**src/rtl/json_string_unescape_utf8_core_macros.svh**
```systemverilog
// Assertion macros shared by the RTL; the user module provides i_clk and i_rst_n.
`ifndef JSON_STRING_UNESCAPE_UTF8_CORE_MACROS_SVH
`define JSON_STRING_UNESCAPE_UTF8_CORE_MACROS_SVH

// Check a consequence in the same cycle as its cause
`define JSU_ASSERT_SAME(lbl, ante, cons, msg) \
    lbl: assert property (@(posedge i_clk) disable iff (!i_rst_n) (ante) |-> (cons)) \
        else $error(msg);

// Check a consequence in the cycle after its cause
`define JSU_ASSERT_NEXT(lbl, ante, cons, msg) \
    lbl: assert property (@(posedge i_clk) disable iff (!i_rst_n) (ante) |=> (cons)) \
        else $error(msg);

`endif

```
**src/rtl/jsu_pkg.sv**
```systemverilog
package jsu_pkg;

    // Special bytes of the string text
    localparam logic [7:0] C_QUOTE  = 8'h22;
    localparam logic [7:0] C_BSLASH = 8'h5C;
    localparam logic [7:0] C_LOW_U  = 8'h75;

    // Surrogate ranges
    localparam logic [15:0] HIGH_SUR_MIN = 16'hD800;
    localparam logic [15:0] HIGH_SUR_MAX = 16'hDBFF;
    localparam logic [15:0] LOW_SUR_MIN  = 16'hDC00;
    localparam logic [15:0] LOW_SUR_MAX  = 16'hDFFF;
    localparam logic [20:0] SUPP_BASE    = 21'h10000;

    // Hex digits that complete one unit
    localparam logic [2:0] HEX_DIGITS = 3'd4;

    // Decoder modes
    typedef enum logic [5:0] {
        MODE_PLAIN    = 6'b000001,
        MODE_ESC      = 6'b000010,
        MODE_HEX1     = 6'b000100,
        MODE_HIGH     = 6'b001000,
        MODE_HIGH_ESC = 6'b010000,
        MODE_HEX2     = 6'b100000
    } t_mode;

    // UTF-8 sequence, byte 0 goes out first
    typedef struct packed {
        logic [3:0][7:0] b;
        logic [2:0]      len;
    } t_utf8;

    function automatic logic [3:0] hex_val(input logic [7:0] c);
        logic [3:0] v;
        v = 4'd0;
        if (c inside {[8'h30:8'h39]}) v = 4'(c - 8'h30);
        else if (c inside {[8'h61:8'h66]}) v = 4'(c - 8'h57);
        else if (c inside {[8'h41:8'h46]}) v = 4'(c - 8'h37);
        return v;
    endfunction

    function automatic logic [7:0] escape_char(input logic [7:0] e);
        logic [7:0] r;
        case (e)
            8'h62:   r = 8'h08;
            8'h66:   r = 8'h0C;
            8'h6E:   r = 8'h0A;
            8'h72:   r = 8'h0D;
            8'h74:   r = 8'h09;
            default: r = e;
        endcase
        return r;
    endfunction

    function automatic t_utf8 utf8_encode(input logic [20:0] cp);
        t_utf8 u;
        u.b = '0;
        if (cp <= 21'h7F) begin
            u.len  = 3'd1;
            u.b[0] = cp[7:0];
        end else if (cp <= 21'h7FF) begin
            u.len  = 3'd2;
            u.b[0] = {3'b110, cp[10:6]};
            u.b[1] = {2'b10, cp[5:0]};
        end else if (cp <= 21'hFFFF) begin
            u.len  = 3'd3;
            u.b[0] = {4'b1110, cp[15:12]};
            u.b[1] = {2'b10, cp[11:6]};
            u.b[2] = {2'b10, cp[5:0]};
        end else begin
            u.len  = 3'd4;
            u.b[0] = {5'b11110, cp[20:18]};
            u.b[1] = {2'b10, cp[17:12]};
            u.b[2] = {2'b10, cp[11:6]};
            u.b[3] = {2'b10, cp[5:0]};
        end
        return u;
    endfunction

endpackage

```
**src/rtl/jsu_if.sv**
```systemverilog
// Raw string text, one byte per transfer
interface jsu_in_if;
    logic       valid;
    logic       ready;
    logic [7:0] in_byte;
    logic       text_last;

    modport source (output valid, in_byte, text_last, input ready);
    modport sink   (input valid, in_byte, text_last, output ready);
endinterface

// Decoded UTF-8 bytes and end markers, one result per transfer
interface jsu_out_if;
    logic       valid;
    logic       ready;
    logic [7:0] out_byte;
    logic       byte_valid;
    logic       string_end;
    logic       ended_by_quote;
    logic       last_of_run;

    modport source (output valid, out_byte, byte_valid, string_end, ended_by_quote,
                    last_of_run, input ready);
    modport sink   (input valid, out_byte, byte_valid, string_end, ended_by_quote,
                    last_of_run, output ready);
endinterface

```
**src/rtl/json_string_unescape_utf8_core.sv**
```systemverilog
// Channel | Dir | Payload                                                     | Transfer
// i_in    | in  | in_byte[7:0], text_last                                     | valid & ready
// o_out   | out | out_byte[7:0], byte_valid, string_end, ended_by_quote,      | valid & ready
//         |     | last_of_run                                                 |
//
// An accepted byte is held in the input register, then is decoded in one pass
// into a result buffer of up to four results that drains one result per output transfer.
// Rate: one byte per cycle while each byte gives at most one result and o_out is ready;
// a byte with more results holds the next byte in the input register until they drain.
// Reset (i_rst_n low, synchronous) empties both registers and returns to plain mode.
// An output stall holds the current result; bytes that give no result still pass.
`include "json_string_unescape_utf8_core_macros.svh"

module json_string_unescape_utf8_core (
    input  logic       i_clk,
    input  logic       i_rst_n,
    jsu_in_if.sink     i_in,
    jsu_out_if.source  o_out
);

    // Input register
    logic       r_iv;
    logic [7:0] r_ibyte;
    logic       r_ilast;

    // Decoder state
    jsu_pkg::t_mode r_mode, n_mode;
    logic [15:0]    r_acc, n_acc;
    logic [2:0]     r_cnt, n_cnt;
    logic [15:0]    r_high, n_high;

    // Result buffer
    logic            r_obusy;
    logic [3:0][7:0] r_ob;
    logic [1:0]      r_oidx;
    logic [1:0]      r_olast_idx;
    logic            r_obv;
    logic            r_oend;
    logic            r_oquote;

    // Decode signals
    logic            w_cp_v;
    logic [20:0]     w_cp;
    logic            w_b_v;
    logic [7:0]      w_b;
    logic            w_quote;
    logic            w_ended;
    logic [15:0]     w_gath;
    logic [2:0]      w_cnt_inc;
    jsu_pkg::t_utf8  w_enc;
    logic [2:0]      w_ncp;
    logic [2:0]      w_nbytes;
    logic [2:0]      w_nres;
    logic [3:0][7:0] w_buf;
    logic            w_ofree;
    logic            w_move;
    logic            w_olast;
    logic            w_clean;

    assign w_gath    = {r_acc[11:0], jsu_pkg::hex_val(r_ibyte)};
    assign w_cnt_inc = r_cnt + 3'd1;

    // Decode the held byte against the current mode
    always_comb begin
        n_mode  = r_mode;
        n_acc   = r_acc;
        n_cnt   = r_cnt;
        n_high  = r_high;
        w_cp_v  = 1'b0;
        w_cp    = '0;
        w_b_v   = 1'b0;
        w_b     = '0;
        w_quote = 1'b0;
        case (r_mode)
            jsu_pkg::MODE_ESC: begin
                if (r_ibyte == jsu_pkg::C_LOW_U) begin
                    n_mode = jsu_pkg::MODE_HEX1;
                    n_acc  = '0;
                    n_cnt  = '0;
                end else begin
                    w_b_v  = 1'b1;
                    w_b    = jsu_pkg::escape_char(r_ibyte);
                    n_mode = jsu_pkg::MODE_PLAIN;
                end
            end
            jsu_pkg::MODE_HEX1: begin
                n_acc = w_gath;
                n_cnt = w_cnt_inc;
                if (w_cnt_inc >= jsu_pkg::HEX_DIGITS) begin
                    if (w_gath inside {[jsu_pkg::HIGH_SUR_MIN:jsu_pkg::HIGH_SUR_MAX]}) begin
                        n_high = w_gath;
                        n_mode = jsu_pkg::MODE_HIGH;
                    end else begin
                        w_cp_v = 1'b1;
                        w_cp   = {5'd0, w_gath};
                        n_mode = jsu_pkg::MODE_PLAIN;
                    end
                    n_acc = '0;
                    n_cnt = '0;
                end
            end
            jsu_pkg::MODE_HIGH: begin
                if (r_ibyte == jsu_pkg::C_BSLASH) begin
                    n_mode = jsu_pkg::MODE_HIGH_ESC;
                end else begin
                    w_cp_v = 1'b1;
                    w_cp   = {5'd0, r_high};
                    n_mode = jsu_pkg::MODE_PLAIN;
                    if (r_ibyte == jsu_pkg::C_QUOTE) begin
                        w_quote = 1'b1;
                    end else begin
                        w_b_v = 1'b1;
                        w_b   = r_ibyte;
                    end
                end
            end
            jsu_pkg::MODE_HIGH_ESC: begin
                if (r_ibyte == jsu_pkg::C_LOW_U) begin
                    n_mode = jsu_pkg::MODE_HEX2;
                    n_acc  = '0;
                    n_cnt  = '0;
                end else begin
                    w_cp_v = 1'b1;
                    w_cp   = {5'd0, r_high};
                    w_b_v  = 1'b1;
                    w_b    = jsu_pkg::escape_char(r_ibyte);
                    n_mode = jsu_pkg::MODE_PLAIN;
                end
            end
            jsu_pkg::MODE_HEX2: begin
                n_acc = w_gath;
                n_cnt = w_cnt_inc;
                if (w_cnt_inc >= jsu_pkg::HEX_DIGITS) begin
                    w_cp_v = 1'b1;
                    if (w_gath inside {[jsu_pkg::LOW_SUR_MIN:jsu_pkg::LOW_SUR_MAX]}) begin
                        w_cp = jsu_pkg::SUPP_BASE + {1'b0, r_high[9:0], w_gath[9:0]};
                    end else begin
                        w_cp = {5'd0, r_high};
                    end
                    n_mode = jsu_pkg::MODE_PLAIN;
                    n_acc  = '0;
                    n_cnt  = '0;
                end
            end
            default: begin
                n_mode = jsu_pkg::MODE_PLAIN;
                if (r_ibyte == jsu_pkg::C_QUOTE) begin
                    w_quote = 1'b1;
                end else if (r_ibyte == jsu_pkg::C_BSLASH) begin
                    n_mode = jsu_pkg::MODE_ESC;
                end else begin
                    w_b_v = 1'b1;
                    w_b   = r_ibyte;
                end
            end
        endcase

        // End of text: flush a partial unit or a pending high surrogate
        w_ended = w_quote || r_ilast;
        if (!w_quote && r_ilast) begin
            if (n_mode == jsu_pkg::MODE_HEX1) begin
                w_cp_v = 1'b1;
                w_cp   = {5'd0, n_acc};
            end else if (n_mode inside {jsu_pkg::MODE_HIGH, jsu_pkg::MODE_HIGH_ESC,
                                        jsu_pkg::MODE_HEX2}) begin
                w_cp_v = 1'b1;
                w_cp   = {5'd0, n_high};
            end
        end
        if (w_ended) begin
            n_mode = jsu_pkg::MODE_PLAIN;
            n_acc  = '0;
            n_cnt  = '0;
            n_high = '0;
        end
    end

    // Lay out the code point bytes, then the single byte
    assign w_enc    = jsu_pkg::utf8_encode(w_cp);
    assign w_ncp    = w_cp_v ? w_enc.len : 3'd0;
    assign w_nbytes = w_ncp + {2'd0, w_b_v};
    assign w_nres   = (w_nbytes == 3'd0 && w_ended) ? 3'd1 : w_nbytes;

    always_comb begin
        for (int k = 0; k < 4; k++) begin
            w_buf[k] = (3'(k) < w_ncp) ? w_enc.b[k] : w_b;
        end
    end

    // Handshake between the two registers
    assign w_olast  = (r_oidx == r_olast_idx);
    assign w_ofree  = !r_obusy || (o_out.ready && w_olast);
    assign w_move   = r_iv && (w_nres == 3'd0 || w_ofree);
    assign i_in.ready = !r_iv || w_move;

    // Capture an input transfer
    always_ff @(posedge i_clk) begin
        if (!i_rst_n) begin
            r_iv <= 1'b0;
        end else if (i_in.valid && i_in.ready) begin
            r_iv <= 1'b1;
        end else if (w_move) begin
            r_iv <= 1'b0;
        end
        if (i_in.valid && i_in.ready) begin
            r_ibyte <= i_in.in_byte;
            r_ilast <= i_in.text_last;
        end
    end

    // Advance the decoder state
    always_ff @(posedge i_clk) begin
        if (!i_rst_n) begin
            r_mode <= jsu_pkg::MODE_PLAIN;
            r_acc  <= '0;
            r_cnt  <= '0;
            r_high <= '0;
        end else if (w_move) begin
            r_mode <= n_mode;
            r_acc  <= n_acc;
            r_cnt  <= n_cnt;
            r_high <= n_high;
        end
    end

    // Load the result buffer, drain one result per output transfer
    always_ff @(posedge i_clk) begin
        if (!i_rst_n) begin
            r_obusy <= 1'b0;
            r_oidx  <= '0;
        end else if (w_move && w_nres != 3'd0) begin
            r_obusy <= 1'b1;
            r_oidx  <= '0;
        end else if (r_obusy && o_out.ready) begin
            if (w_olast) begin
                r_obusy <= 1'b0;
            end else begin
                r_oidx <= r_oidx + 2'd1;
            end
        end
        if (w_move && w_nres != 3'd0) begin
            r_ob        <= w_buf;
            r_olast_idx <= 2'(w_nres - 3'd1);
            r_obv       <= (w_nbytes != 3'd0);
            r_oend      <= w_ended;
            r_oquote    <= w_quote;
        end
    end

    assign o_out.valid          = r_obusy;
    assign o_out.out_byte       = r_ob[r_oidx];
    assign o_out.byte_valid     = r_obv;
    assign o_out.last_of_run    = w_olast;
    assign o_out.string_end     = w_olast && r_oend;
    assign o_out.ended_by_quote = w_olast && r_oend && r_oquote;

    // Decoder back in plain mode with nothing pending
    assign w_clean = (r_mode == jsu_pkg::MODE_PLAIN) && (r_acc == '0) && (r_cnt == '0) &&
                     (r_high == '0);

    // A stalled result keeps its place in the buffer
    `JSU_ASSERT_NEXT(a_stall_holds, r_obusy && !o_out.ready, r_obusy && $stable(r_oidx), "moved")
    // An end-only marker is a single result that ends the string
    `JSU_ASSERT_SAME(a_marker_single, r_obusy && !r_obv, r_olast_idx == 2'd0 && r_oend, "marker")
    // The end of a string leaves the decoder clean
    `JSU_ASSERT_NEXT(a_end_clears, w_move && w_ended, w_clean, "state kept after end")
    // A held byte that cannot move blocks new input
    `JSU_ASSERT_SAME(a_in_blocked, r_iv && !w_move, !i_in.ready, "input taken while full")

endmodule
```
**src/flat_wrapper.sv**
```systemverilog
// flat-port wrapper written by rule: the top's interface ports become plain ports
module json_string_unescape_utf8_core_flat 
  (i_clk, i_rst_n, i_in_valid, i_in_in_byte, i_in_text_last, i_in_ready, o_out_valid, o_out_out_byte, o_out_byte_valid, o_out_string_end, o_out_ended_by_quote, o_out_last_of_run, o_out_ready);
  jsu_in_if i_in_i ();
  jsu_out_if o_out_i ();
  input  logic i_clk;
  input  logic i_rst_n;
  input wire logic [$bits(i_in_i.valid)-1:0] i_in_valid;
  input wire logic [$bits(i_in_i.in_byte)-1:0] i_in_in_byte;
  input wire logic [$bits(i_in_i.text_last)-1:0] i_in_text_last;
  output wire logic [$bits(i_in_i.ready)-1:0] i_in_ready;
  output wire logic [$bits(o_out_i.valid)-1:0] o_out_valid;
  output wire logic [$bits(o_out_i.out_byte)-1:0] o_out_out_byte;
  output wire logic [$bits(o_out_i.byte_valid)-1:0] o_out_byte_valid;
  output wire logic [$bits(o_out_i.string_end)-1:0] o_out_string_end;
  output wire logic [$bits(o_out_i.ended_by_quote)-1:0] o_out_ended_by_quote;
  output wire logic [$bits(o_out_i.last_of_run)-1:0] o_out_last_of_run;
  input wire logic [$bits(o_out_i.ready)-1:0] o_out_ready;
  assign i_in_i.valid = i_in_valid;
  assign i_in_i.in_byte = i_in_in_byte;
  assign i_in_i.text_last = i_in_text_last;
  assign i_in_ready = i_in_i.ready;
  assign o_out_valid = o_out_i.valid;
  assign o_out_out_byte = o_out_i.out_byte;
  assign o_out_byte_valid = o_out_i.byte_valid;
  assign o_out_string_end = o_out_i.string_end;
  assign o_out_ended_by_quote = o_out_i.ended_by_quote;
  assign o_out_last_of_run = o_out_i.last_of_run;
  assign o_out_i.ready = o_out_ready;
  json_string_unescape_utf8_core u_core (.i_clk(i_clk), .i_rst_n(i_rst_n), .i_in(i_in_i), .o_out(o_out_i));
endmodule
```
**config.mk**
```make
export PLATFORM = sky130hd
export DESIGN_NAME = json_string_unescape_utf8_core_flat
export DESIGN_NICKNAME = d
export VERILOG_FILES = /design/src/rtl/jsu_pkg.sv /design/src/rtl/jsu_if.sv /design/src/rtl/json_string_unescape_utf8_core.sv /design/src/flat_wrapper.sv
export VERILOG_INCLUDE_DIRS = /design/src /design/src/rtl
export SDC_FILE = /design/constraint.sdc
export NUM_CORES = 1
export LEC_CHECK = 0
export BUFFER_PORTS_ARGS = -buffer_cell sky130_fd_sc_hd__buf_4
export CAP_MARGIN = 0
export CORE_MARGIN = 3
export CORE_UTILIZATION = 55
export CTS_CLUSTER_DIAMETER = 40
export DETAILED_ROUTE_END_ITERATION = 8
export PLACE_DENSITY = 0.77
export RECOVER_POWER = 100
export REMOVE_ABC_BUFFERS = 1
export SLEW_MARGIN = 5
export SYNTH_ARGS = -nofsm -noshare
export SYNTH_HDL_FRONTEND = slang
export SYNTH_SLANG_ARGS = --single-unit
```
**constraint.sdc**
```tcl
create_clock -name i_clk -period 15.8 [get_ports i_clk]
set_input_delay 1.58 -clock i_clk [delete_from_list [all_inputs] [get_ports i_clk]]
set_output_delay 1.58 -clock i_clk [all_outputs]
set_load 0.005 [all_outputs]
```
; ---- Yosys cells after proc, flatten, opt, wreduce, memory -nomap -nowiden
; Index checks and enable logic that the tools add are counted.
[word_totals]
ff_bits = 91
latchBits = 0
mem_bits_rw = 0
romBits = 0
output_inout_bits = 14
n_memories = 0
[op_classes]
addsub = 8
multipliers = 0
n_div = 0
magnitude_cmp = 19
eq_ne = 19
n_shift = 0
mux = 77
bitwise_logic = 2
reduce_logical = 37
[op_table]
columns = op, count
row1 = 16-bit two-way mux, 11
row2 = 21-bit two-way mux, 6
row3 = 8-bit two-way mux, 11
row4 = 21-bit case mux with 4 select lines, 1
row5 = "8-bit by 7-bit == test with 1-bit output, second input constant", 7
row6 = 8-bit case mux with 5 select lines, 1
row7 = "16-bit >= comparator, second input constant", 2
row8 = "16-bit less-or-equal comparator, second input constant", 2
row9 = 16-bit case mux with 2 select lines, 1
row10 = 6-bit two-way mux, 5
row11 = 6-bit case mux with 5 select lines, 1
row12 = 25-bit two-way mux, 1
row13 = 24-bit two-way mux, 1
row14 = 8-bit case mux with 3 select lines, 1
row15 = "17-bit by 20-bit adder with 21-bit output, first input constant", 1
row16 = "21-bit by 11-bit less-or-equal comparator with 1-bit output, second input constant", 1
row17 = "21-bit by 16-bit less-or-equal comparator with 1-bit output, second input constant", 1
row18 = "21-bit by 7-bit less-or-equal comparator with 1-bit output, second input constant", 1
row19 = 19-bit two-way mux, 1
row20 = 1-bit two-way mux, 18
row21 = 3-bit two-way mux, 6
row22 = 8-bit binary-select mux with 2-bit select, 1
row23 = "8-bit by 7-bit >= comparator with 1-bit output, second input constant", 2
row24 = "8-bit by 7-bit less-or-equal comparator with 1-bit output, second input constant", 2
row25 = other kinds (39), 77

; ---- Depth between registers and ports, before layout
; Gate-level depths: netlist (run 1).
[logic_depth]
ltp_word = 30
mapped_depth = 26

; ---- Least setup slack after synthesis (run 1)
; OpenSTA, ideal clock, no wires.
[synth_path]
path_kind = reg-to-reg
startpoint = register u_core.r_ibyte[0]
endpoint = register u_core.r_obv (netlist: u_core.o_out.byte_valid) (enable)
setup_time_ps = 431
arrival_time_ps = 6195
required_ps = 15369
path_slack_ps = 9173
path_stages_with_launch = 25
path_buffers = 4
path_cell_list = edfxtp_1 -> inv_1 -> ha_1 -> and3b_1 -> and2_1 -> clkbuf_1 -> o221ai_2 -> buf_4 -> a221o_1 -> a211o_1 -> nor3_4 -> nand3_1 -> buf_2 -> a21oi_1 -> ha_1 -> ha_1 -> inv_1 -> a31oi_1 -> nor2_1 -> a31oi_1 -> ha_1 -> nor3b_1 -> o21ai_1 -> clkbuf_1 -> nor2_1
[synth_between]
elab_chain_len = 28
word_cells_on_any_way = 88
[synth_rtl]
columns = item, line
row1 = from (decl), json_string_unescape_utf8_core.sv:23  ; logic [7:0] r_ibyte;
row2 = from (signal assigned), json_string_unescape_utf8_core.sv:206  ; r_ibyte <= i_in.in_byte;
row3 = 8-bit by 7-bit >= comparator with 1-bit output / 8-bit by 7-bit less-or-equal comparator with 1-bit output (equally long branches), jsu_pkg.sv:39  ; else if (c inside {[8'h41:8'h46]}) v = 4'(c - 8'h37);
row4 = 1-bit logical AND, jsu_pkg.sv:39
row5 = 4-bit two-way mux, jsu_pkg.sv:39
row6 = 4-bit two-way mux, jsu_pkg.sv:38  ; else if (c inside {[8'h61:8'h66]}) v = 4'(c - 8'h57);
row7 = 4-bit two-way mux, jsu_pkg.sv:37  ; if (c inside {[8'h30:8'h39]}) v = 4'(c - 8'h30);
row8 = 16-bit >= comparator / 16-bit less-or-equal comparator (equally long branches), json_string_unescape_utf8_core.sv:90  ; if (w_gath inside {[jsu_pkg::HIGH_SUR_MIN:jsu_pkg::HIGH_SUR_MAX]}) begin
row9 = 1-bit logical AND, json_string_unescape_utf8_core.sv:90
row10 = 4-bit two-way mux, json_string_unescape_utf8_core.sv:90
row11 = [... 12 more ...], -
row12 = 3-bit by 1-bit adder with 3-bit output, json_string_unescape_utf8_core.sv:181  ; assign w_nbytes = w_ncp + {2'd0, w_b_v};
row13 = 3-bit zero test, json_string_unescape_utf8_core.sv:182  ; assign w_nres = (w_nbytes == 3'd0 && w_ended) ? 3'd1 : w_nbytes;
row14 = 1-bit logical AND, json_string_unescape_utf8_core.sv:182
row15 = 3-bit two-way mux (*), json_string_unescape_utf8_core.sv:182
row16 = 3-bit zero test, json_string_unescape_utf8_core.sv:193  ; assign w_move = r_iv && (w_nres == 3'd0 || w_ofree);
row17 = 1-bit logical OR, json_string_unescape_utf8_core.sv:193
row18 = 1-bit logical AND, json_string_unescape_utf8_core.sv:193
row19 = 1-bit logical AND (*), json_string_unescape_utf8_core.sv:241  ; if (w_move && w_nres != 3'd0) begin
row20 = to (signal assigned), json_string_unescape_utf8_core.sv:244  ; r_obv <= (w_nbytes != 3'd0);
row21 = to (decl), json_string_unescape_utf8_core.sv:37  ; logic r_obv;
; Mark *: on every way between the ends. The rest lies on a longest branch, timed or not.
; A chain may end at the register's enable or synchronous reset.

; ---- Final worst setup path (run 1)
[layout_path]
startpoint = register u_core.r_ibyte[0]
endpoint = register u_core.r_ob[25] in the netlist's numbering (enable)
[layout_between]
elab_chain_len = 28
word_cells_on_any_way = 88
[layout_rtl]
columns = item, line
row1 = 8-bit by 7-bit >= comparator with 1-bit output / 8-bit by 7-bit less-or-equal comparator with 1-bit output (equally long branches), jsu_pkg.sv:39
row2 = 1-bit logical AND, jsu_pkg.sv:39
row3 = 4-bit two-way mux, jsu_pkg.sv:39
row4 = 4-bit two-way mux, jsu_pkg.sv:38
row5 = 4-bit two-way mux, jsu_pkg.sv:37
row6 = 16-bit >= comparator / 16-bit less-or-equal comparator (equally long branches), json_string_unescape_utf8_core.sv:90
row7 = 1-bit logical AND, json_string_unescape_utf8_core.sv:90
row8 = 4-bit two-way mux, json_string_unescape_utf8_core.sv:90
row9 = [... 12 more ...], -
row10 = 3-bit by 1-bit adder with 3-bit output, json_string_unescape_utf8_core.sv:181
row11 = 3-bit zero test, json_string_unescape_utf8_core.sv:182
row12 = 1-bit logical AND, json_string_unescape_utf8_core.sv:182
row13 = 3-bit two-way mux (*), json_string_unescape_utf8_core.sv:182
row14 = 3-bit zero test, json_string_unescape_utf8_core.sv:193
row15 = 1-bit logical OR, json_string_unescape_utf8_core.sv:193
row16 = 1-bit logical AND, json_string_unescape_utf8_core.sv:193
row17 = 1-bit logical AND (*), json_string_unescape_utf8_core.sv:241
row18 = to (signal assigned), json_string_unescape_utf8_core.sv:242  ; r_ob <= w_buf;
row19 = to (decl), json_string_unescape_utf8_core.sv:34  ; logic [3:0][7:0] r_ob;
; Marks and branches as above.

==> results of run 1 <==
[cell type report]
type                            instances  area (µm²)  area share
Sequential cell                        87        2200       0.369
Inverter                               16        60.1      0.0101
Tap cell                              133         166      0.0279
Multi-Input combinational cell        438        3090       0.518
Clock buffer                           13         169      0.0283
Timing Repair Buffer                   29         210      0.0352
Clock inverter                          3        65.1      0.0109
[worst max-delay path, stage by stage, from the launching register on]
cell      delay [ps]
edfxtp_1         510
inv_1            180
ha_1             250
and3b_1          200
and2_0           370
o221ai_1         500
a222oi_1         680
o21ai_0          330
nor3_1           900
nand3_1          630
a21oi_1          310
ha_1             170
ha_1             140
inv_1             50
a31oi_1          230
nor2_1           110
a31oi_1          220
ha_1             190
nor3b_1          330
o21ai_0          130
clkbuf_1         460
nor2_2           190
clkbuf_1        1320
[cell families (layout without fill, tap and decap cells)]
| group | after synthesis | in the layout | share of synthesized area |
|---|---|---|---|
| mux | 26 | 26 | 0.0651 |
| compound gates | 171 | 171 | 0.235 |
| buf+inv | 56 | 61 | 0.0459 |
| simple gates | 221 | 221 | 0.223 |
| xor+xnor | 11 | 11 | 0.0172 |
| fa+ha+maj | 9 | 9 | 0.0201 |
| flops | 87 | 87 | 0.394 |
[sequential cells by signal, indices dropped and copies added (netlist names)]
| register | cells |
|---|---|
| u_core.r_ob | 32 |
| u_core.r_high | 16 |
| u_core.r_acc | 12 |
| u_core.r_ibyte | 8 |
| u_core.r_mode | 6 |
| u_core.r_cnt | 3 |
| u_core.r_oidx | 2 |
| u_core.r_olast_idx | 2 |
| u_core.o_out.byte_valid | 1 |
| u_core.o_out.valid | 1 |
| u_core.r_ilast | 1 |
| u_core.r_iv | 1 |
| u_core.r_oend | 1 |
| u_core.r_oquote | 1 |
[where the power goes]
part           internal (mW)  total (mW)  switching, mW  leakage, nW
combinational         0.0135      0.0304         0.0169         1.19
sequential             0.246       0.251        0.00530        0.760
clock                  0.102       0.178         0.0758        0.120
[placed cells by master (no fill, tap or decap), types with 17 or more instances in the layout]
cell type	n
and3_1	17
clkbuf_4	23
nand2_1	43
nor3_1	21
edfxtp_1	46
nor2b_1	29
a22oi_1	23
dfxtp_1	41
a21oi_1	18
nor2_1	40
o21ai_0	24
[worst paths after layout]
| check | startpoint | cells after the start | to |
|---|---|---|---|
| setup / recovery | u_core.r_ibyte[0] | 22 | u_core.r_ob[25] |
| hold / removal | u_core.r_high[10] | 1 | u_core.r_high[10] |
| setup reg to reg | u_core.r_ibyte[0] | 22 | u_core.r_ob[25] |
| hold reg to reg | u_core.r_high[10] | 1 | u_core.r_high[10] |
[per-layer routing]
layer	part of all wire	wire length (µm)	vias up
li1	-	-	2256
met1	0.41	6670	2381
met2	0.47	7610	263
met3	0.084	1350	41
met4	0.032	516	0
met5	0	0	-
[metrics by stage]
stage	instance area (µm²)	total power [mW]	util	instances
floorplan	5400	0.273	-	541
global route	5970	0.475	0.608	719
global placement	5780	0.286	0.589	703
finish	5970	0.459	0.608	719
CTS	6020	0.462	0.613	719
detailed placement	5780	0.287	0.589	703
==> metrics.md, run 1 <==
| Metric | Value |
|---|---|
| Status | `finished, violations left` |
| Failing checks | `capacitance limit, slew limit` |
| Post-CTS Resized | `0` |
| Max clock buf depth | `2` |
| Grt met2 use | `0.468` |
| Synth top cells by count | `edfxtp_1, nand2_1, dfxtp_1, nor2_1, nor2b_1` |
| Crit path required time | `15760 ps` |
| Synth Flop Type | `edfxtp_1` |
| Met3 Track Usage GR | `0.0518` |
| Yosys reg bits | `87` |
| Die ar. | `11400 µm²` |
| Max-slew violations | `44` |
| # setup viols final | `0` |
| Die Y | `107 µm` |
| R2R Setup Slk | `6960 ps` |
| Worst hold margin | `approximately 500 ps` |
| Setup TNS Final | `0 ps` |
| Most Crowded Layer GR | `met2` |
| Ant. Diodes | `0` |
| Area leader, netlist | `edfxtp_1` |
| Seq/Total Area, Yosys | `0.394` |
| Worst Path Class, Setup | `reg2reg` |
| Via density | `6.87` |
| Met1 Use GR | `0.392` |
| First-pass GRT wire length | `25500 µm` |
| Area grow syn2layout | `6.69%` |
| Clock sinks | `87` |
| Tcrit/Tclk final | `0.560` |
| # rows | `36` |
| Initial antenna violation count | `0` |
| DP Worst Slack | `a little under 9000 ps` |
| Post-Syn Area | `between 5000 and 6000 µm²` |
| Post-DP HPWL | `12200 µm` |
| Worst skew pair latency | `370 ps` |
| CP Launch Type | `flop` |
| Iter 0 DRT Violations | `523` |
| Yosys top cell area share | `0.247` |
| Post-CTS Setup Inserts | `0` |
| Pwr Density | `77.0 nW/µm²` |
| Mapped Cells | `581` |
| I/O Pins | `27` |
| Num CTS Buffers | `9` |
| Count leader, synth | `edfxtp_1` |
| Crit end category | `flop` |
| # DRC | `0` |
| Overall global routing resource usage | `0.290` |
| Post-route ant nets | `0` |
| Core box area | `between 9000 and 10000 µm²` |
| Number of enable flip-flop cells after synthesis | `46` |
| Final worst slack | `6960 ps` |
| Largest net degree at the start of global routing | `38` |
| Fraction of layout cells with a size suffix above 1 | `0.123` |
| Number of global-route vias before repair | `4641` |
| RSZ-0062 raised after global routing | `false` |
| Total gr overflow | `0` |
| Maximum capacitance violations | `2` |
| Fin. Hold Viols | `0` |
| Area contributors post-synth | `edfxtp_1, dfxtp_1, nor2b_1` |
| Synth Warn # | `0` |
| DR pass1 iterations | `7` |
| H-tree depth | `3` |
| Min-Delay Path Class | `reg2reg` |
| Number of fill cells in the layout | `881` |
| Minimum clock period | `a little under 9000 ps` |
| Hold buffers post-CTS | `0` |
| Root Driver | `clkbuf_8` |
| Worst Path Max Fanout | `37` |
| Routed via count | `roughly 4900` |
| Clock Skews | `8.21 ps` |
| FFs w/ async S/R, synth | `0` |
| # nets final | `603` |
| Relative slew slack | `-0.207` |
| FMAX | `113 MHz` |
| DIE WIDTH | `107 µm` |
| CTS tree | `yes` |
| Least-Margin Pin Slew | `between 1500 and 2000 ps` |
| Worst ir drop on vdd | `0.0428 mV` |
| IO Port Bufs | `26` |
| Unique masters post-synth | `85` |
| Final GP Congestion | `0.972` |
| Clock transition at path regs | `80 ps` |
| LEAKAGE | `2.07 nW` |
| Starting Density | `0.569` |
| DR WL/cell | `22.5 µm` |
| Mean Syn Cell Area | `9.62 µm²` |
| Crit path DAT | `8810 ps` |
| Final WL | `~16000 µm` |
Power figures use the tool's default switching activity.
==> run 2: changes to the inputs <==
--- a/config.mk
+++ b/config.mk
@@ -12,7 +12,7 @@
 export CORE_UTILIZATION = 55
 export CTS_CLUSTER_DIAMETER = 40
 export DETAILED_ROUTE_END_ITERATION = 8
-export PLACE_DENSITY = 0.77
+export PLACE_DENSITY = 0.79
 export RECOVER_POWER = 100
 export REMOVE_ABC_BUFFERS = 1
 export SLEW_MARGIN = 5
==> constraint.sdc (replaced) <==
create_clock -name i_clk -period 7.4 [get_ports i_clk]
set_input_delay 0.74 -clock i_clk [delete_from_list [all_inputs] [get_ports i_clk]]
set_output_delay 0.74 -clock i_clk [all_outputs]
set_load 0.005 [all_outputs]
==> run 2 against run 1 <==
The flow still finishes with violations (capacitance limit, slew limit); via count shrank 0.57%; clock power grew 100%; sequential share of layout area shrank 0.19 points; non-clock buffer count grew 3; cell count grew 0.42%; worst hold slack gained 10 ps; sequential cell count is the same; combinational power grew 120%; register-to-register slack lost 6400 ps; clock skew grew 1.4 ps; design area grew 0.52%; largest power group unchanged; highest routed layer unchanged.
==> metrics.md, run 2 (synthesized netlist as in run 1, its figures left out) <==
| Metric | Value |
|---|---|
| Total gr overflow | `0` |
| Largest registers | `u_core.r_ob x32, u_core.r_high x16, u_core.r_acc x12` |
| # setup viols final | `0` |
| Post-route ant nets | `0` |
| H-tree depth | `3` |
| CTS tree | `yes` |
| Worst ir drop on vdd | `0.0943 mV` |
| Final GP Congestion | `0.972` |
| I/O Pins | `27` |
| Post-CTS Setup Inserts | `0` |
| Core box area | `9820 µm²` |
| Clock Skews | `9.56 ps` |
| First-pass GRT wire length | `26200 µm` |
| # rows | `36` |
| Min-Delay Path Class | `reg2reg` |
| Post-DP HPWL | `12100 µm` |
| DR WL/cell | `22.7 µm` |
| Max-slew violations | `6` |
| IO Port Bufs | `26` |
| Max FFs per register | `32` |
| Placed standard-cell area | `5800 µm²` |
| Relative slew slack | `-0.287` |
| Iter 0 DRT Violations | `617` |
| Ant. Diodes | `0` |
| Maximum capacitance violations | `1` |
| Worst hold margin | `496 ps` |
| Pwr Density | `~160 nW/µm²` |
| Status | `finished, violations left` |
| Initial antenna violation count | `0` |
| Area grow syn2layout | `7.25%` |
| Max clock buf depth | `2` |
| Num CTS Buffers | `9` |
| Register area | `2200 µm²` |
| Worst skew pair latency | `370 ps` |
| Die ar. | `11400 µm²` |
| Finished Core Util | `0.611` |
| Worst Path Class, Setup | `reg2reg` |
| Failing checks | `capacitance limit, slew limit` |
| Starting Density | `0.569` |
| FMAX | `146 MHz` |
| Hold depth | `1` |
| Overall global routing resource usage | `0.300` |
| Clock sinks | `87` |
| Minimum clock period | `6850 ps` |
| Fin. Hold Viols | `0` |
| # DRC | `0` |
| DIE WIDTH | `107 µm` |
| # nets final | `between 600 and 700` |
| LEAKAGE | `roughly 2.1 nW` |
| Fraction of layout cells with a size suffix above 1 | `0.134` |
| Number of fill cells in the layout | `876` |
| Largest net degree at the start of global routing | `38` |
| Crit path DAT | `just over 7000 ps` |
| RSZ-0062 raised after global routing | `false` |
| Number of global-route vias before repair | `roughly 4600` |
| Fin area | `about 6000 µm²` |
| Clock transition at path regs | `roughly 90 ps` |
| Worst-case reg-to-reg path depth | `23` |
| Via density | `6.80` |
| Commonest non-fill, non-tap cell in the layout | `edfxtp_1` |
| Reg with most FFs | `u_core.r_ob` |
| Commonest cells after routing, fill and taps aside | `edfxtp_1, nand2_1, dfxtp_1, nor2_1, nor2b_1` |
| Final WL | `around 16000 µm` |
| Root Driver | `clkbuf_8` |
| DR pass1 iterations | `7` |
| Multi-input gate area | `around 3100 µm²` |
| Tcrit/Tclk final | `0.925` |
| Setup TNS Final | `0 ps` |
| Routed via count | `4913` |
| Least-Margin Pin Slew | `between 1500 and 2000 ps` |
| Crit end category | `flop` |
| Worst Path Max Fanout | `25` |
| Die Y | `107 µm` |
| Crit path required time | `7710 ps` |
| CP Launch Type | `flop` |
[run 2: changes by cell type in the layout (fill, tap and decap cells not counted), sizes merged]
cell    change
buf         +3
clkinv      +4
clkbuf      -4
[run 2: final timing paths]
kind | start | endpoint | slack [ps]
min reg2reg | u_core.r_high[10] | u_core.r_high[10] | 500
max | u_core.r_ibyte[0] | u_core.r_acc[1] | 550
max reg2reg | u_core.r_ibyte[0] | u_core.r_acc[1] | 550
min | u_core.r_high[10] | u_core.r_high[10] | 500
[run 2: layout make-up]
class,instances,area share
clock buffer,9,0.0207
clock inverter,7,0.0146
inverter,16,0.0100
multi-input combinational,438,0.522
sequential,87,0.367
tap,133,0.0277
timing repair buffer,32,0.0382
[run 2: per-stage QoR]
step	worst slack [ps]	instances	power [mW]
finish	552	722	0.962
floorplan	658	541	0.582
global placement	1000	706	0.611
CTS	635	722	0.969
detailed placement	666	706	0.613
global route	2.45	722	0.993
[run 2: timing repair]
action,CTS,global route
hold buffers,0,0
gates resized for setup,0,1
endpoints found under the setup margin,0,2
[run 2: where the power goes]
group | leakage (nW) | switching [mW] | internal, mW
Sequential | 0.760 | 0.0107 | 0.524
Combinational | 1.21 | 0.0374 | 0.0290
Clock | 0.110 | 0.173 | 0.188
[run 2: per-layer routing]
metal | wire length (µm) | up-vias | part of all wire | global-route usage
met4 | 588 | 0 | 0.036 | 0.132
li1 | - | 2265 | - | -
met2 | 7520 | 265 | 0.46 | 0.460
met5 | 0 | - | 0 | 0
met1 | 7020 | 2339 | 0.43 | 0.425
met3 | 1270 | 44 | 0.077 | 0.0446
[run 2: worst max-delay path: stages, from the launching register on]
cell	delay, ps
edfxtp_1	530
inv_1	170
ha_1	260
and3b_1	220
and2_1	340
o221ai_2	330
a222oi_1	540
o21ai_1	300
nor3_4	430
nand3_1	490
a21oi_1	280
ha_1	170
ha_1	130
inv_1	50
a31oi_1	230
nor2_1	110
a31oi_1	240
ha_1	200
nor3b_1	410
o21ai_1	130
buf_4	240
nor3_2	630
a22oi_1	160
nor2b_1	160
==> run 3: changes to the inputs <==
--- a/config.mk
+++ b/config.mk
@@ -8,7 +8,6 @@
 export LEC_CHECK = 0
 export BUFFER_PORTS_ARGS = -buffer_cell sky130_fd_sc_hd__buf_4
 export CAP_MARGIN = 0
-export CORE_MARGIN = 3
 export CORE_UTILIZATION = 55
 export CTS_CLUSTER_DIAMETER = 40
 export DETAILED_ROUTE_END_ITERATION = 8
==> constraint.sdc (replaced) <==
create_clock -name i_clk -period 5.67 [get_ports i_clk]
set_input_delay 0.567 -clock i_clk [delete_from_list [all_inputs] [get_ports i_clk]]
set_output_delay 0.567 -clock i_clk [all_outputs]
set_load 0.005 [all_outputs]
==> run 3 against run 2 <==
The run now ends clean; total power is 27% higher; clock skew is 4.9 ps higher; utilization is 2.7 points higher; register-to-register slack worse by 250 ps; critical path depth is 2 lower; die area is 7.3% lower; clock power is 22% higher; count of clock-buffer cells in the layout is 1 higher; cell count is 4.6% higher; non-clock buffer count is 33 higher; highest routed layer unchanged.
==> metrics.md, run 3 (synthesized netlist as in run 1, its figures left out) <==
| Metric | Value |
|---|---|
| # setup viols final | `0` |
| Net switching fraction of the power | `0.242` |
| Final WL | `16300 µm` |
| Pwr Density | `196 nW/µm²` |
| Core box area | `around 9800 µm²` |
| H-tree depth | `3` |
| Worst Path Max Fanout | `19` |
| Sw power | `0.297 mW` |
| Crit path DAT | `~5700 ps` |
| Logic pwr share | `0.073` |
| First-pass GRT wire length | `25000 µm` |
| DP Worst Slack | `roughly 140 ps` |
| DIE WIDTH | `103 µm` |
| Starting Density | `0.569` |
| Setup TNS Final | `0 ps` |
| Minimum clock period | `5370 ps` |
| DR pass1 iterations | `6` |
| Via density | `6.76` |
| Root Driver | `clkbuf_8` |
| Ant. Diodes | `0` |
| IO Port Bufs | `26` |
| Clock sinks | `87` |
| Reg with most FFs | `u_core.r_ob` |
| Commonest cells after routing, fill and taps aside | `edfxtp_1, nand2_1, dfxtp_1, nor2_1, buf_4` |
| Fraction of layout cells with a size suffix above 1 | `0.182` |
| Fin. Hold Viols | `0` |
| # nets final | `around 640` |
| Total power | `between 1 and 1.5 mW` |
| Relative slew slack | `0.313` |
| Worst Path Class, Setup | `reg2reg` |
| DR WL/cell | `21.6 µm` |
| Min-Delay Path Class | `in2reg` |
| Fin area | `6270 µm²` |
| I/O Pins | `27` |
| Area grow syn2layout | `12.1%` |
| Post-DP HPWL | `roughly 12000 µm` |
| Total gr overflow | `0` |
| Number of global-route vias before repair | `4588` |
| Design internal power | `around 0.93 mW` |
| Least-Margin Pin Slew | `1000 ps` |
| Clock transition at path regs | `90 ps` |
| Seq pwr share | `0.568` |
| Overall global routing resource usage | `0.320` |
| Post-route ant nets | `0` |
| Cell Count, Final, Fillers Out | `approximately 760` |
| Status | `finished clean` |
| Maximum capacitance violations | `0` |
| Max clock buf depth | `2` |
| Worst hold margin | `374 ps` |
| Final worst slack | `304 ps` |
| LEAKAGE | `2.21 nW` |
| Crit path required time | `5960 ps` |
| Commonest non-fill, non-tap cell in the layout | `edfxtp_1` |
| Final GP Congestion | `0.961` |
| CTS tree | `yes` |
| Max-slew violations | `0` |
| CP Launch Type | `flop` |
| Iter 0 DRT Violations | `489` |
| Largest registers | `u_core.r_ob x32, u_core.r_high x16, u_core.r_acc x12` |
| Tcrit/Tclk final | `0.946` |
| Num CTS Buffers | `9` |
| Worst skew pair latency | `390 ps` |
| Die ar. | `10600 µm²` |
| Largest net degree at the start of global routing | `38` |
| # rows | `36` |
| Crit end category | `flop` |
| Finished Core Util | `0.638` |
| FMAX | `186 MHz` |
| Max FFs per register | `32` |
| Worst ir drop on vdd | `about 0.19 mV` |
| Routed via count | `5103` |
| Die Y | `103 µm` |
| Clock Skews | `14.5 ps` |
| Number of fill cells in the layout | `844` |
| # DRC | `0` |
| Clk network pwr share | `0.359` |
| Dpl cells | `733` |
| Placed standard-cell area | `6020 µm²` |
| Initial antenna violation count | `0` |
[run 3: changes by cell type in the layout (fill, tap and decap cells not counted), sizes merged]
cell      delta
bufinv       -1
clkinv       -3
clkbuf       +6
inv          +2
clkinvlp     +1
buf         +28
[run 3: per-layer routing]
| metal | global-route usage | vias up | share of wire |
|---|---|---|---|
| li1 | - | 2332 | - |
| met1 | 0.410 | 2378 | 0.41 |
| met2 | 0.507 | 336 | 0.46 |
| met3 | 0.0651 | 57 | 0.088 |
| met4 | 0.173 | 0 | 0.045 |
| met5 | 0 | - | 0 |
[run 3: worst paths after layout]
kind / from / endpoint / slack, ps / depth (start not counted)
worst max-delay path: u_core.r_acc[7] / u_core.r_high[2] / 300 / 21
worst min-delay path: i_in_in_byte[5] / u_core.r_ibyte[5] / 370 / 1
worst max register to register: u_core.r_acc[7] / u_core.r_high[2] / 300 / 21
worst min register to register: u_core.r_high[10] / u_core.r_high[10] / 500 / 1
[run 3: repair_timing]
action                                  in CTS  in global routing
resized for setup                            0                 12
endpoints found under the hold margin        0                  0
buffers inserted                             0                  6
hold buffers                                 0                  0
endpoints found under the setup margin       0                 77
[run 3: power groups by stage]
stage          registers (mW)  clock network, mW  logic [mW]
2_1_floorplan           0.708                  0      0.0521
3_3_place_gp            0.709                  0      0.0901
3_5_place_dp            0.711                  0      0.0931
4_1_cts                 0.696              0.447      0.0935
5_1_grt                 0.699              0.467      0.0980
6_report                0.696              0.440      0.0897
[run 3: worst max-delay path: stages (launching register included)]
cell and delay, ps:
dfxtp_1 430, and4b_1 410, and3_1 420, o221ai_4 200
a222oi_1 620, o21a_1 280, nand3_1 180, nand2_1 130
a21oi_1 90, ha_1 190, ha_1 170, inv_1 60
and4_1 230, nor2_1 80, a31oi_1 260, ha_1 210
nor3b_2 270, o21ai_2 170, buf_4 230, a21o_1 320
a22oi_1 220, nor2b_1 60
[run 3: area by class of cell]
| class | instances | area [µm²] | share of cell area |
|---|---|---|---|
| flip-flops and latches | 87 | 2200 | 0.351 |
| multi-input cells | 438 | 3190 | 0.510 |
| clock inverters | 6 | 67.6 | 0.0108 |
| clock buffers | 10 | 128 | 0.0204 |
| repair buffers | 65 | 448 | 0.0715 |
| inverters | 16 | 60.1 | 0.00958 |
| well taps | 133 | 166 | 0.0266 |
